--- config.mk ---
export PLATFORM = sky130hd
export DESIGN_NAME = sha256_stream_hasher
export DESIGN_NICKNAME = d
export VERILOG_FILES = /design/src/sv/sha_pkg.sv /design/src/sv/sha256_stream_hasher.sv /design/src/sv/sha_core.sv
export SDC_FILE = /design/constraint.sdc
export NUM_CORES = 2
export LEC_CHECK = 0
export ABC_CLOCK_PERIOD_IN_PS = 13950
export BUFFER_PORTS_ARGS = -buffer_cell sky130_fd_sc_hd__buf_4
export CAP_MARGIN = 30
export CORE_MARGIN = 4
export CORE_UTILIZATION = 59
export CTS_CLUSTER_DIAMETER = 150
export CTS_CLUSTER_SIZE = 14
export DETAILED_ROUTE_END_ITERATION = 16
export PLACE_DENSITY = 0.78
export SLEW_MARGIN = 20
export SYNTH_ARGS = -nofsm -noshare
export SYNTH_HDL_FRONTEND = slang
export SYNTH_SLANG_ARGS = --single-unit
--- constraint.sdc ---
create_clock -name clk_i -period 13.95 [get_ports clk_i]
set_clock_uncertainty 0.1 [all_clocks]
set_input_delay 0.6975 -clock clk_i [delete_from_list [all_inputs] [get_ports clk_i]]
set_output_delay 0.6975 -clock clk_i [all_outputs]
set_load 0.02 [all_outputs]
--- src/sv/sha_pkg.sv ---
// Package with SHA-256 constants, types and round functions.
`timescale 1ns / 1ps
`default_nettype none
package sha_pkg;

  localparam logic [31:0] RoundK [64] = '{
    32'h428a2f98, 32'h71374491, 32'hb5c0fbcf, 32'he9b5dba5,
    32'h3956c25b, 32'h59f111f1, 32'h923f82a4, 32'hab1c5ed5,
    32'hd807aa98, 32'h12835b01, 32'h243185be, 32'h550c7dc3,
    32'h72be5d74, 32'h80deb1fe, 32'h9bdc06a7, 32'hc19bf174,
    32'he49b69c1, 32'hefbe4786, 32'h0fc19dc6, 32'h240ca1cc,
    32'h2de92c6f, 32'h4a7484aa, 32'h5cb0a9dc, 32'h76f988da,
    32'h983e5152, 32'ha831c66d, 32'hb00327c8, 32'hbf597fc7,
    32'hc6e00bf3, 32'hd5a79147, 32'h06ca6351, 32'h14292967,
    32'h27b70a85, 32'h2e1b2138, 32'h4d2c6dfc, 32'h53380d13,
    32'h650a7354, 32'h766a0abb, 32'h81c2c92e, 32'h92722c85,
    32'ha2bfe8a1, 32'ha81a664b, 32'hc24b8b70, 32'hc76c51a3,
    32'hd192e819, 32'hd6990624, 32'hf40e3585, 32'h106aa070,
    32'h19a4c116, 32'h1e376c08, 32'h2748774c, 32'h34b0bcb5,
    32'h391c0cb3, 32'h4ed8aa4a, 32'h5b9cca4f, 32'h682e6ff3,
    32'h748f82ee, 32'h78a5636f, 32'h84c87814, 32'h8cc70208,
    32'h90befffa, 32'ha4506ceb, 32'hbef9a3f7, 32'hc67178f2
  };

  localparam logic [31:0] InitH [8] = '{
    32'h6a09e667, 32'hbb67ae85, 32'h3c6ef372, 32'ha54ff53a,
    32'h510e527f, 32'h9b05688c, 32'h1f83d9ab, 32'h5be0cd19
  };

  localparam logic [7:0] PadByte = 8'h80;

  typedef logic [31:0] word_t;

  typedef struct packed {
    logic       start;
    logic       wr;
    logic [3:0] addr;
    word_t      w_in;
  } round_ctl_t;

  function automatic word_t rotr(input word_t x, input int unsigned n);
    rotr = (x >> n) | (x << (32 - n));
  endfunction

  function automatic word_t sig0(input word_t x);
    sig0 = rotr(x, 7) ^ rotr(x, 18) ^ (x >> 3);
  endfunction

  function automatic word_t sig1(input word_t x);
    sig1 = rotr(x, 17) ^ rotr(x, 19) ^ (x >> 10);
  endfunction

endpackage
`default_nettype wire

--- src/sv/sha256_stream_hasher.sv ---
// Top level of the SHA-256 stream hasher.
`timescale 1ns / 1ps
`default_nettype none
// Message words enter on the in channel (valid_i/stall_o), one at a time: stall_o is high
// from the cycle after a transfer until the word is fully handled. A word is accepted, its
// valid bytes are written into the block in turn, and a closing step follows.
// A word that fills a 64-byte block also waits for the shared round unit. A last word
// then pads one byte per cycle (up to 72 bytes) while no block is being compressed, runs
// one or two compressions, and delivers the eight digest words, one transfer each.
module sha256_stream_hasher (
  input  wire logic        clk_i,
  input  wire logic        rst_ni,
  input  wire logic        valid_i,
  output logic             stall_o,
  input  wire logic [31:0] data_word_i,
  input  wire logic [2:0]  valid_bytes_i,
  input  wire logic        last_item_i,
  output logic             valid_o,
  input  wire logic        stall_i,
  output logic [31:0]      digest_word_o,
  output logic [2:0]       word_index_o,
  output logic             last_word_o
);

  typedef enum logic [4:0] {
    StIdle  = 5'b00001,
    StBytes = 5'b00010,
    StPad   = 5'b00100,
    StComp  = 5'b01000,
    StOut   = 5'b10000
  } state_e;

  state_e          state_q, state_d, ret_q;
  sha_pkg::word_t  chain_q [8];
  sha_pkg::word_t  sum [8];
  logic [63:0]     cnt_q;
  logic [31:0]     word_q;
  logic [2:0]      nb_q, bi_q;
  logic            last_q, pad80_q, len_ok_q;
  logic [5:0]      pos_q;
  logic [23:0]     acc_q;
  logic [2:0]      oi_q;
  logic            done;
  sha_pkg::round_ctl_t ctl;
  logic [7:0]      byte_v;
  logic [63:0]     bits;
  logic            wr_en;
  logic [7:0]      wr_b;
  logic            final_blk;

  sha_core u_core (
    .clk_i  (clk_i),
    .rst_ni (rst_ni),
    .ctl_i  (ctl),
    .chain_i(chain_q),
    .done_o (done),
    .sum_o  (sum)
  );

  assign bits = {cnt_q[60:0], 3'b000};

  // Byte to write this cycle during padding: 0x80, zeros, then length bytes.
  always_comb begin
    if (!pad80_q) byte_v = sha_pkg::PadByte;
    else if (len_ok_q && pos_q >= 6'd56) byte_v = 8'(bits >> {~pos_q[2:0], 3'b000});
    else byte_v = 8'h00;
  end

  always_comb begin
    wr_en = 1'b0;
    wr_b  = byte_v;
    if (state_q == StBytes && bi_q < nb_q) begin
      wr_en = 1'b1;
      wr_b  = 8'(word_q >> {~bi_q[1:0], 3'b000});
    end else if (state_q == StPad) begin
      wr_en = 1'b1;
    end
  end

  assign final_blk = state_q == StPad && pad80_q && len_ok_q;
  assign ctl.start = wr_en && pos_q == 6'd63;
  assign ctl.wr    = wr_en && pos_q[1:0] == 2'd3;
  assign ctl.addr  = pos_q[5:2];
  assign ctl.w_in  = {acc_q, wr_b};

  always_comb begin
    state_d = state_q;
    unique case (state_q)
      StIdle:  if (valid_i) state_d = StBytes;
      StBytes: begin
        if (ctl.start) state_d = StComp;
        else if (!(bi_q < nb_q)) state_d = last_q ? StPad : StIdle;
      end
      StPad:   if (ctl.start) state_d = StComp;
      StComp:  if (done) state_d = ret_q;
      StOut:   if (!stall_i && oi_q == 3'd7) state_d = StIdle;
      default: state_d = StIdle;
    endcase
  end

  always_ff @(posedge clk_i or negedge rst_ni) begin
    if (!rst_ni) begin
      state_q  <= StIdle;
      ret_q    <= StIdle;
      cnt_q    <= '0;
      word_q   <= '0;
      acc_q    <= '0;
      pos_q    <= '0;
      bi_q     <= '0;
      nb_q     <= '0;
      last_q   <= 1'b0;
      pad80_q  <= 1'b0;
      len_ok_q <= 1'b0;
      oi_q     <= '0;
      for (int j = 0; j < 8; j++) chain_q[j] <= sha_pkg::InitH[j];
    end else begin
      state_q <= state_d;
      if (state_q == StIdle && valid_i) begin
        word_q <= data_word_i;
        nb_q   <= (valid_bytes_i > 3'd4) ? 3'd4 : valid_bytes_i;
        last_q <= last_item_i;
        bi_q   <= '0;
      end
      if (ctl.start) ret_q <= final_blk ? StOut : state_q;
      if (wr_en) begin
        acc_q <= {acc_q[15:0], wr_b};
        pos_q <= pos_q + 6'd1;
        if (state_q == StBytes) begin
          bi_q  <= bi_q + 3'd1;
          cnt_q <= cnt_q + 64'd1;
        end else begin
          pad80_q <= 1'b1;
          // The length goes in the next block unless 0x80 landed before byte 56.
          if (pos_q == 6'd63) len_ok_q <= 1'b1;
          else if (!pad80_q) len_ok_q <= pos_q < 6'd56;
        end
      end
      if (done) begin
        for (int j = 0; j < 8; j++) chain_q[j] <= sum[j];
      end
      if (state_q == StOut && !stall_i) begin
        oi_q <= oi_q + 3'd1;
        if (oi_q == 3'd7) begin
          for (int j = 0; j < 8; j++) chain_q[j] <= sha_pkg::InitH[j];
          cnt_q    <= '0;
          pad80_q  <= 1'b0;
          len_ok_q <= 1'b0;
        end
      end
    end
  end

  assign stall_o       = state_q != StIdle;
  assign valid_o       = state_q == StOut;
  assign digest_word_o = chain_q[oi_q];
  assign word_index_o  = oi_q;
  assign last_word_o   = oi_q == 3'd7;

endmodule
`default_nettype wire

--- src/sv/sha_core.sv ---
// Iterative SHA-256 compression unit, one round per cycle.
`timescale 1ns / 1ps
`default_nettype none
module sha_core (
  input  wire logic                 clk_i,
  input  wire logic                 rst_ni,
  input  wire sha_pkg::round_ctl_t  ctl_i,
  input  wire sha_pkg::word_t       chain_i [8],
  output logic                      done_o,
  output sha_pkg::word_t            sum_o [8]
);

  sha_pkg::word_t wv_q [8];
  sha_pkg::word_t win_q [16];
  logic [5:0]     rnd_q;
  logic           busy_q, done_q;

  sha_pkg::word_t w, t1, t2, ch, mj, s0e, s0a;

  always_comb begin
    if (rnd_q < 6'd16) begin
      w = win_q[rnd_q[3:0]];
    end else begin
      w = sha_pkg::sig1(win_q[rnd_q[3:0] - 4'd2]) + win_q[rnd_q[3:0] - 4'd7]
          + sha_pkg::sig0(win_q[rnd_q[3:0] - 4'd15]) + win_q[rnd_q[3:0]];
    end
    ch  = (wv_q[4] & wv_q[5]) ^ (~wv_q[4] & wv_q[6]);
    mj  = (wv_q[0] & wv_q[1]) ^ (wv_q[0] & wv_q[2]) ^ (wv_q[1] & wv_q[2]);
    s0e = sha_pkg::rotr(wv_q[4], 6) ^ sha_pkg::rotr(wv_q[4], 11)
          ^ sha_pkg::rotr(wv_q[4], 25);
    s0a = sha_pkg::rotr(wv_q[0], 2) ^ sha_pkg::rotr(wv_q[0], 13)
          ^ sha_pkg::rotr(wv_q[0], 22);
    t1  = wv_q[7] + s0e + ch + sha_pkg::RoundK[rnd_q] + w;
    t2  = s0a + mj;
  end

  // Message words are written up to and including the start cycle; a start loads the working variables.
  always_ff @(posedge clk_i or negedge rst_ni) begin
    if (!rst_ni) begin
      busy_q <= 1'b0;
      done_q <= 1'b0;
      rnd_q  <= '0;
    end else begin
      done_q <= 1'b0;
      if (ctl_i.start) begin
        busy_q <= 1'b1;
        rnd_q  <= '0;
      end else if (busy_q) begin
        if (rnd_q == 6'd63) begin
          busy_q <= 1'b0;
          done_q <= 1'b1;
        end
        rnd_q <= rnd_q + 6'd1;
      end
    end
  end

  always_ff @(posedge clk_i) begin
    if (ctl_i.start) begin
      for (int j = 0; j < 8; j++) wv_q[j] <= chain_i[j];
    end else if (busy_q) begin
      wv_q[7] <= wv_q[6];
      wv_q[6] <= wv_q[5];
      wv_q[5] <= wv_q[4];
      wv_q[4] <= wv_q[3] + t1;
      wv_q[3] <= wv_q[2];
      wv_q[2] <= wv_q[1];
      wv_q[1] <= wv_q[0];
      wv_q[0] <= t1 + t2;
    end
    if (ctl_i.wr) begin
      win_q[ctl_i.addr] <= ctl_i.w_in;
    end else if (busy_q) begin
      win_q[rnd_q[3:0]] <= w;
    end
  end

  assign done_o = done_q;
  always_comb begin
    for (int j = 0; j < 8; j++) sum_o[j] = chain_i[j] + wv_q[j];
  end

endmodule
`default_nettype wire
Yosys cells after proc, flatten, opt, wreduce, memory -nomap -nowiden:

Memories as Yosys holds them, arrays and structs flattened.
Index checks and enable logic that the tools add are counted.

* bits in registers: 412
* bits in writable memories: 768
* ROM bits: 2048
* memories kept: 3

* $add $sub $neg: 26
* order comparisons: 7
* equality and inequality tests: 15
* shift-type cells: 2
* muxes and demuxes: 69
* bitwise gates (word level): 39
* reductions and logical operators: 13

Memories
* (name not given): words 64, bits a word 32, rd ports 1, clocked after Yosys merged registers in 0, write ports 0, RTL line sha_core.sv:33 `t1 = wv_q[7] + s0e + ch + sha_pkg::RoundK[rnd_q] + w;`
* u_core.win_q: words 16, bits a word 32, rd ports 4, clocked after Yosys merged registers in 0, write ports 1, RTL line sha_core.sv:14 `sha_pkg::word_t win_q [16];`
* u_core.wv_q: words 8, bits a word 32, rd ports 8, clocked after Yosys merged registers in 0, write ports 8, RTL line sha_core.sv:13 `sha_pkg::word_t wv_q [8];`

Operators with widths (number)
* two-way mux 256 bit: 3
* adder 32 bit: 18
* two-way mux 32 bit: 14
* bitwise XOR 32 bit: 9
* two-way mux 64 bit: 4
* bitwise AND 32 bit: 5
* binary-select mux 32 bit (select 3 bit): 1
* adder 64 x 1 -> 64 bit, second input constant: 1
* >> shifter 64 x 6 -> 8 bit: 1
* two-way mux 5 bit: 7
* NOT 32 bit: 1
* OR 10 x 32 -> 32 bit: 1
* OR 13 x 32 -> 32 bit: 1
* OR 14 x 32 -> 32 bit: 1
* OR 15 x 32 -> 32 bit: 1
* OR 19 x 32 -> 32 bit: 1
* OR 21 x 32 -> 32 bit: 1
* OR 25 x 32 -> 32 bit: 1
* OR 26 x 32 -> 32 bit: 1
* OR 30 x 32 -> 32 bit: 1
* OR 7 x 32 -> 32 bit: 1
* OR reduction 32 bit: 1
* >> shifter 32 x 5 -> 8 bit: 1
* bitwise XOR 32 x 22 -> 32 bit: 1
* other kinds (40): 94

Logic depth before layout (Yosys ltp):

An unclocked memory read counts as a cell.

* depth in word-level cells: 12
* mapped depth: 57
* depth with buffers taken out: 48

By module:

A second synthesis with hierarchy kept.

* cells, all modules: 8388
* area total of the unflattened synthesis: 87481.4 um^2

By module, submodules not included
* sha_core: instances 1, cells each 6692, area an instance 67617.4 um^2, sequential area each 23262.3 um^2
* sha256_stream_hasher: instances 1, cells each 1696, area an instance 19864.1 um^2, sequential area each 10207.3 um^2

Least setup slack after synthesis:

No wires, ideal clock.

* path type: register to register
* from: register u_core.rnd_q[0]
* to: memory u_core.wv_q[0][31] (netlist name), data pin
* setup time: 0.264 ns
* arrival time: 13.138 ns
* data required time: 13.586 ns
* slack: 0.447 ns
* cell stages (with the launch flop): 51
* buffers on the path: 11
* period minus slack after synthesis: 13.503 ns
* cells stage by stage: dfrtp_1 > buf_6 > buf_4 > buf_2 > buf_2 > buf_2 > buf_2 > clkbuf_1 > clkinv_1 > ha_1 > clkbuf_1 > clkbuf_1 > clkbuf_1 > clkbuf_1 > mux4_2 > mux4_2 > xnor2_1 > xnor2_1 > [15 not listed] > ha_1 > a21o_1 > a21oi_1 > o21bai_1 > a21oi_1 > nor2b_1 > a311oi_1 > o21bai_1 > a211oi_1 > mux2i_1 > o2111ai_1 > fa_1 > ha_1 > a2111oi_0 > a32oi_1 > xnor2_1 > xnor2_1 > o21ai_1

RTL lines
* start: declaration: RTL line sha_core.sv:15 `logic [5:0] rnd_q;`
* start signal: assignment: RTL line sha_core.sv:53 `rnd_q <= rnd_q + 6'd1;`
* end: declaration: RTL line sha_core.sv:13

==> results.yml <==
routing:
  antenna_left: 0
  via_per_inst: 6.84
  wl_per_cell_um: 28.6
  wl_um: 286000
  drt_first_pass_iters: 6
  routed-via-count: 68400
  first_iter_violations: 9398
  remaining_drc_errors: 0
sta:
  grt_setup_unrepaired: "no"
  hold_violations: 0
  worst_pin_slew_ps: 1040
  max-slew-margin-rel_pct: 28.8
  slew_viol_final: 0
  clock.fmax_ghz: 0.0754
  fin_crit_sh_pct: 95.0
  setup_tns_ps: 0
  final.min_clock_period_ps: 13260
  setup_viol: 0
critical_path:
  worstPathArrival_ps: 13650
  setup.worst_path.class: "reg2reg"
  worstReg2RegEnd: "u_core.wv_q[0][31]"
  rrSetupSlack_ps: 690
  critPathLaunch: "u_core.rnd_q[0]"
  cp-start-kind: "flop"
  cpMaxStageDelayCell: "ha_4"
  rr_worst_depth: 39
  cp_common_cell: "fa_1"
  critPathCaptureType: "flop"
  cp.required_ps: 14340
  crit_fanout: 13
  reg2reg_from: "u_core.rnd_q[0]"
  cpPeakStageDelay_ps: 670
global_route:
  grt_use_total_pct: 37.2
  grt_overflow_total: 0
  grt_pass1_vias: 65700
  grt_start_max_net_pins: 174
  grt_pass1_wl_um: 424000
  antenna_found_initial: 7
place:
  globalplace.congestion: 1.05
  place_hpwl_um: 204000
  port_buffers: 77
clock_tree:
  cts-buffers-inserted: 94
  max-clock-path-buffers: 3
  clkSlewWorstSetupHoldPaths_ps: 70
  tritoncts: "yes"
  clkLatencyLatePin_ps: 810
  h-tree-depth: 3
  cts_sinks: 1177
  cts_root_buf: "clkbuf_16"
synthesis:
  ys_top_cells_by_area: "edfxtp_1 27%, mux4_2 9.6%, dfrtp_1 8.0%"
  synthTopCellsByCount: "1263 x nand2_1, 768 x edfxtp_1, 553 x nor2_1, 501 x o21ai_0, 486 x a21oi_1"
  synth_cell_types: 88
  synthArstFlopShare_pct: 34.7
  syn-cell-area_um2: 85100
  seq_area_frac_synth_pct: 39.3
  synth_fp_nets: 8786
  ys_warn_count: 0
  synth_seq_cells: 1177
  synthCells: 8152
  synth.most_common_cell: "nand2_1"
  syn_area_per_cell_um2: 10.4
  synth_top_area_share_pct: 27.1
  yosys.area.top_type: "edfxtp_1"
  synthFlopType: "edfxtp_1"
  synth_edf_count: 768
power:
  p_switching_mw: 2.24
  p_leak_nw: 36.2
  p_sw_share_pct: 28.3
  combPwrFrac_pct: 13.8
  pwr-share-seq_pct: 53.0
  p_total_mw: 7.93
  pwr-share-clk_pct: 33.2
  p_int_mw: 5.69
  peakVddDrop_v: 0.000134
  p_per_area_nw_per_um2: 87.4
cells_and_area:
  drive_gt1_share_pct: 13.3
  fin_nets: 8657
  area_growth_pct: 6.61
die:
  ioPinCount: 78
  coreArea_um2: 143000
  start_util_pct: 59.3
  die_h_um: 388
  die_w_um: 388
  die-area_um2: 150000
  row_count: 139
flow_run:
  cap_violations: 0
status:
  status: "finished, final reports clean"
min_path:
  min_to: "word_q[16]"
  hold_path.class: "in2reg"
  hold_path_depth: 2
  hold_path.startpoint: "data_word_i[16]"
==> worst max-delay path: cells and delay by family, from the launching register on <==
family,cells,cell delay [ps]
AO/OA/AOI/OAI,18,4720
adder cells (fa/ha/maj),9,4110
multiplexers,4,1660
XOR/XNOR,5,1180
flip-flops,1,550
buffers and inverters,1,390
AND/OR/NAND/NOR,2,190
==> per-layer routing <==
layer,GRT usage (%),vias up,wire length (um)
li1,-,29300,-
met2,54.4,4569,123000
met3,11.5,865,39100
met1,51.4,33700,109000
met4,16.3,4,15500
met5,0,-,33
==> state kept, by name, indices dropped and copies added (netlist names), 5 cells and up <==
register and cells:
acc_q 24, chain_q 256, cnt_q 61, pos_q 6, ret_q 5, state_q 5
u_core.rnd_q 6, u_core.win_q 512, u_core.wv_q 256, word_q 32
==> power groups by stage <==
stage | registers, mW | logic, mW | clock network (mW)
floorplan | 4.17 | 0.718 | 0
global placement | 4.26 | 1.02 | 0
detailed placement | 4.26 | 1.06 | 0
CTS | 4.19 | 1.07 | 2.65
global route | 4.21 | 1.18 | 2.79
finish | 4.20 | 1.09 | 2.64
==> cells by family (layout without fill, tap and decap cells) <==
logic type               after synthesis  in the layout  share of synthesized area, %
adder cells (fa/ha/maj)              612            612                          10.7
multiplexers                         858            858                          15.7
AO/OA/AOI/OAI                       1707           1707                          12.4
buffers and inverters                808            744                          3.65
XOR/XNOR                             612            612                          6.33
flip-flops                          1177           1177                          39.3
AND/OR/NAND/NOR                     2378           2378                          11.9
other                                  0              2                             0
==> worst max path at each step <==
stage                              end  slack (ps)
floorplan           u_core.wv_q[0][31]         450
global placement    u_core.wv_q[0][31]         990
detailed placement  u_core.wv_q[0][31]         690
CTS                 u_core.wv_q[0][31]         470
global route        u_core.wv_q[0][31]          70
finish              u_core.wv_q[0][31]         690
==> repair_timing <==
action                     in CTS  in global routing
buffers inserted                0                  2
setup endpoints to repair       0                  4
hold buffers                    4                  0
gates resized for setup         0                  2
hold endpoints to repair       46                  0
==> cell usage in the layout (no fill, tap or decap), types with 125 or more instances in the layout <==
cell	synthesis	final
edfxtp_1	768	768
o21ai_0	501	500
nand3_1	125	125
dfstp_2	138	138
xnor2_1	402	401
a21oi_1	486	485
nand2_1	1263	1262
a21o_1	194	194
mux2i_1	331	330
inv_1	345	343
xor2_1	207	207
buf_4	1	205
nor2_1	553	532
fa_1	195	195
mux2_2	162	162
ha_1	399	395
dfrtp_1	271	262
mux4_2	364	364
==> area by class of cell <==
type                       count  area [um2]
antenna                        2        5.00
clock buffer                 154        2580
clock inverter                 7         196
fill                       11200       52700
inverter                     348        1310
multi-input combinational   6167       48800
sequential                  1177       33500
tap                         1903        2380
timing repair buffer         235        2010
==> per-stage QoR <==
step	utilization (%)	hold slack, ps	instances	area (um2)	worst slack [ps]
after detailed placement	61.1	360	9814	87700	689
final	63.2	40.6	9993	90700	691
after global routing	63.2	20.6	9991	90700	69.2
after floorplan	-	302	8152	85100	447
after CTS	63.1	0.560	9979	90500	474
after global placement	61.1	348	9807	87700	989
No activity file was read; power rests on OpenSTA's default activity.
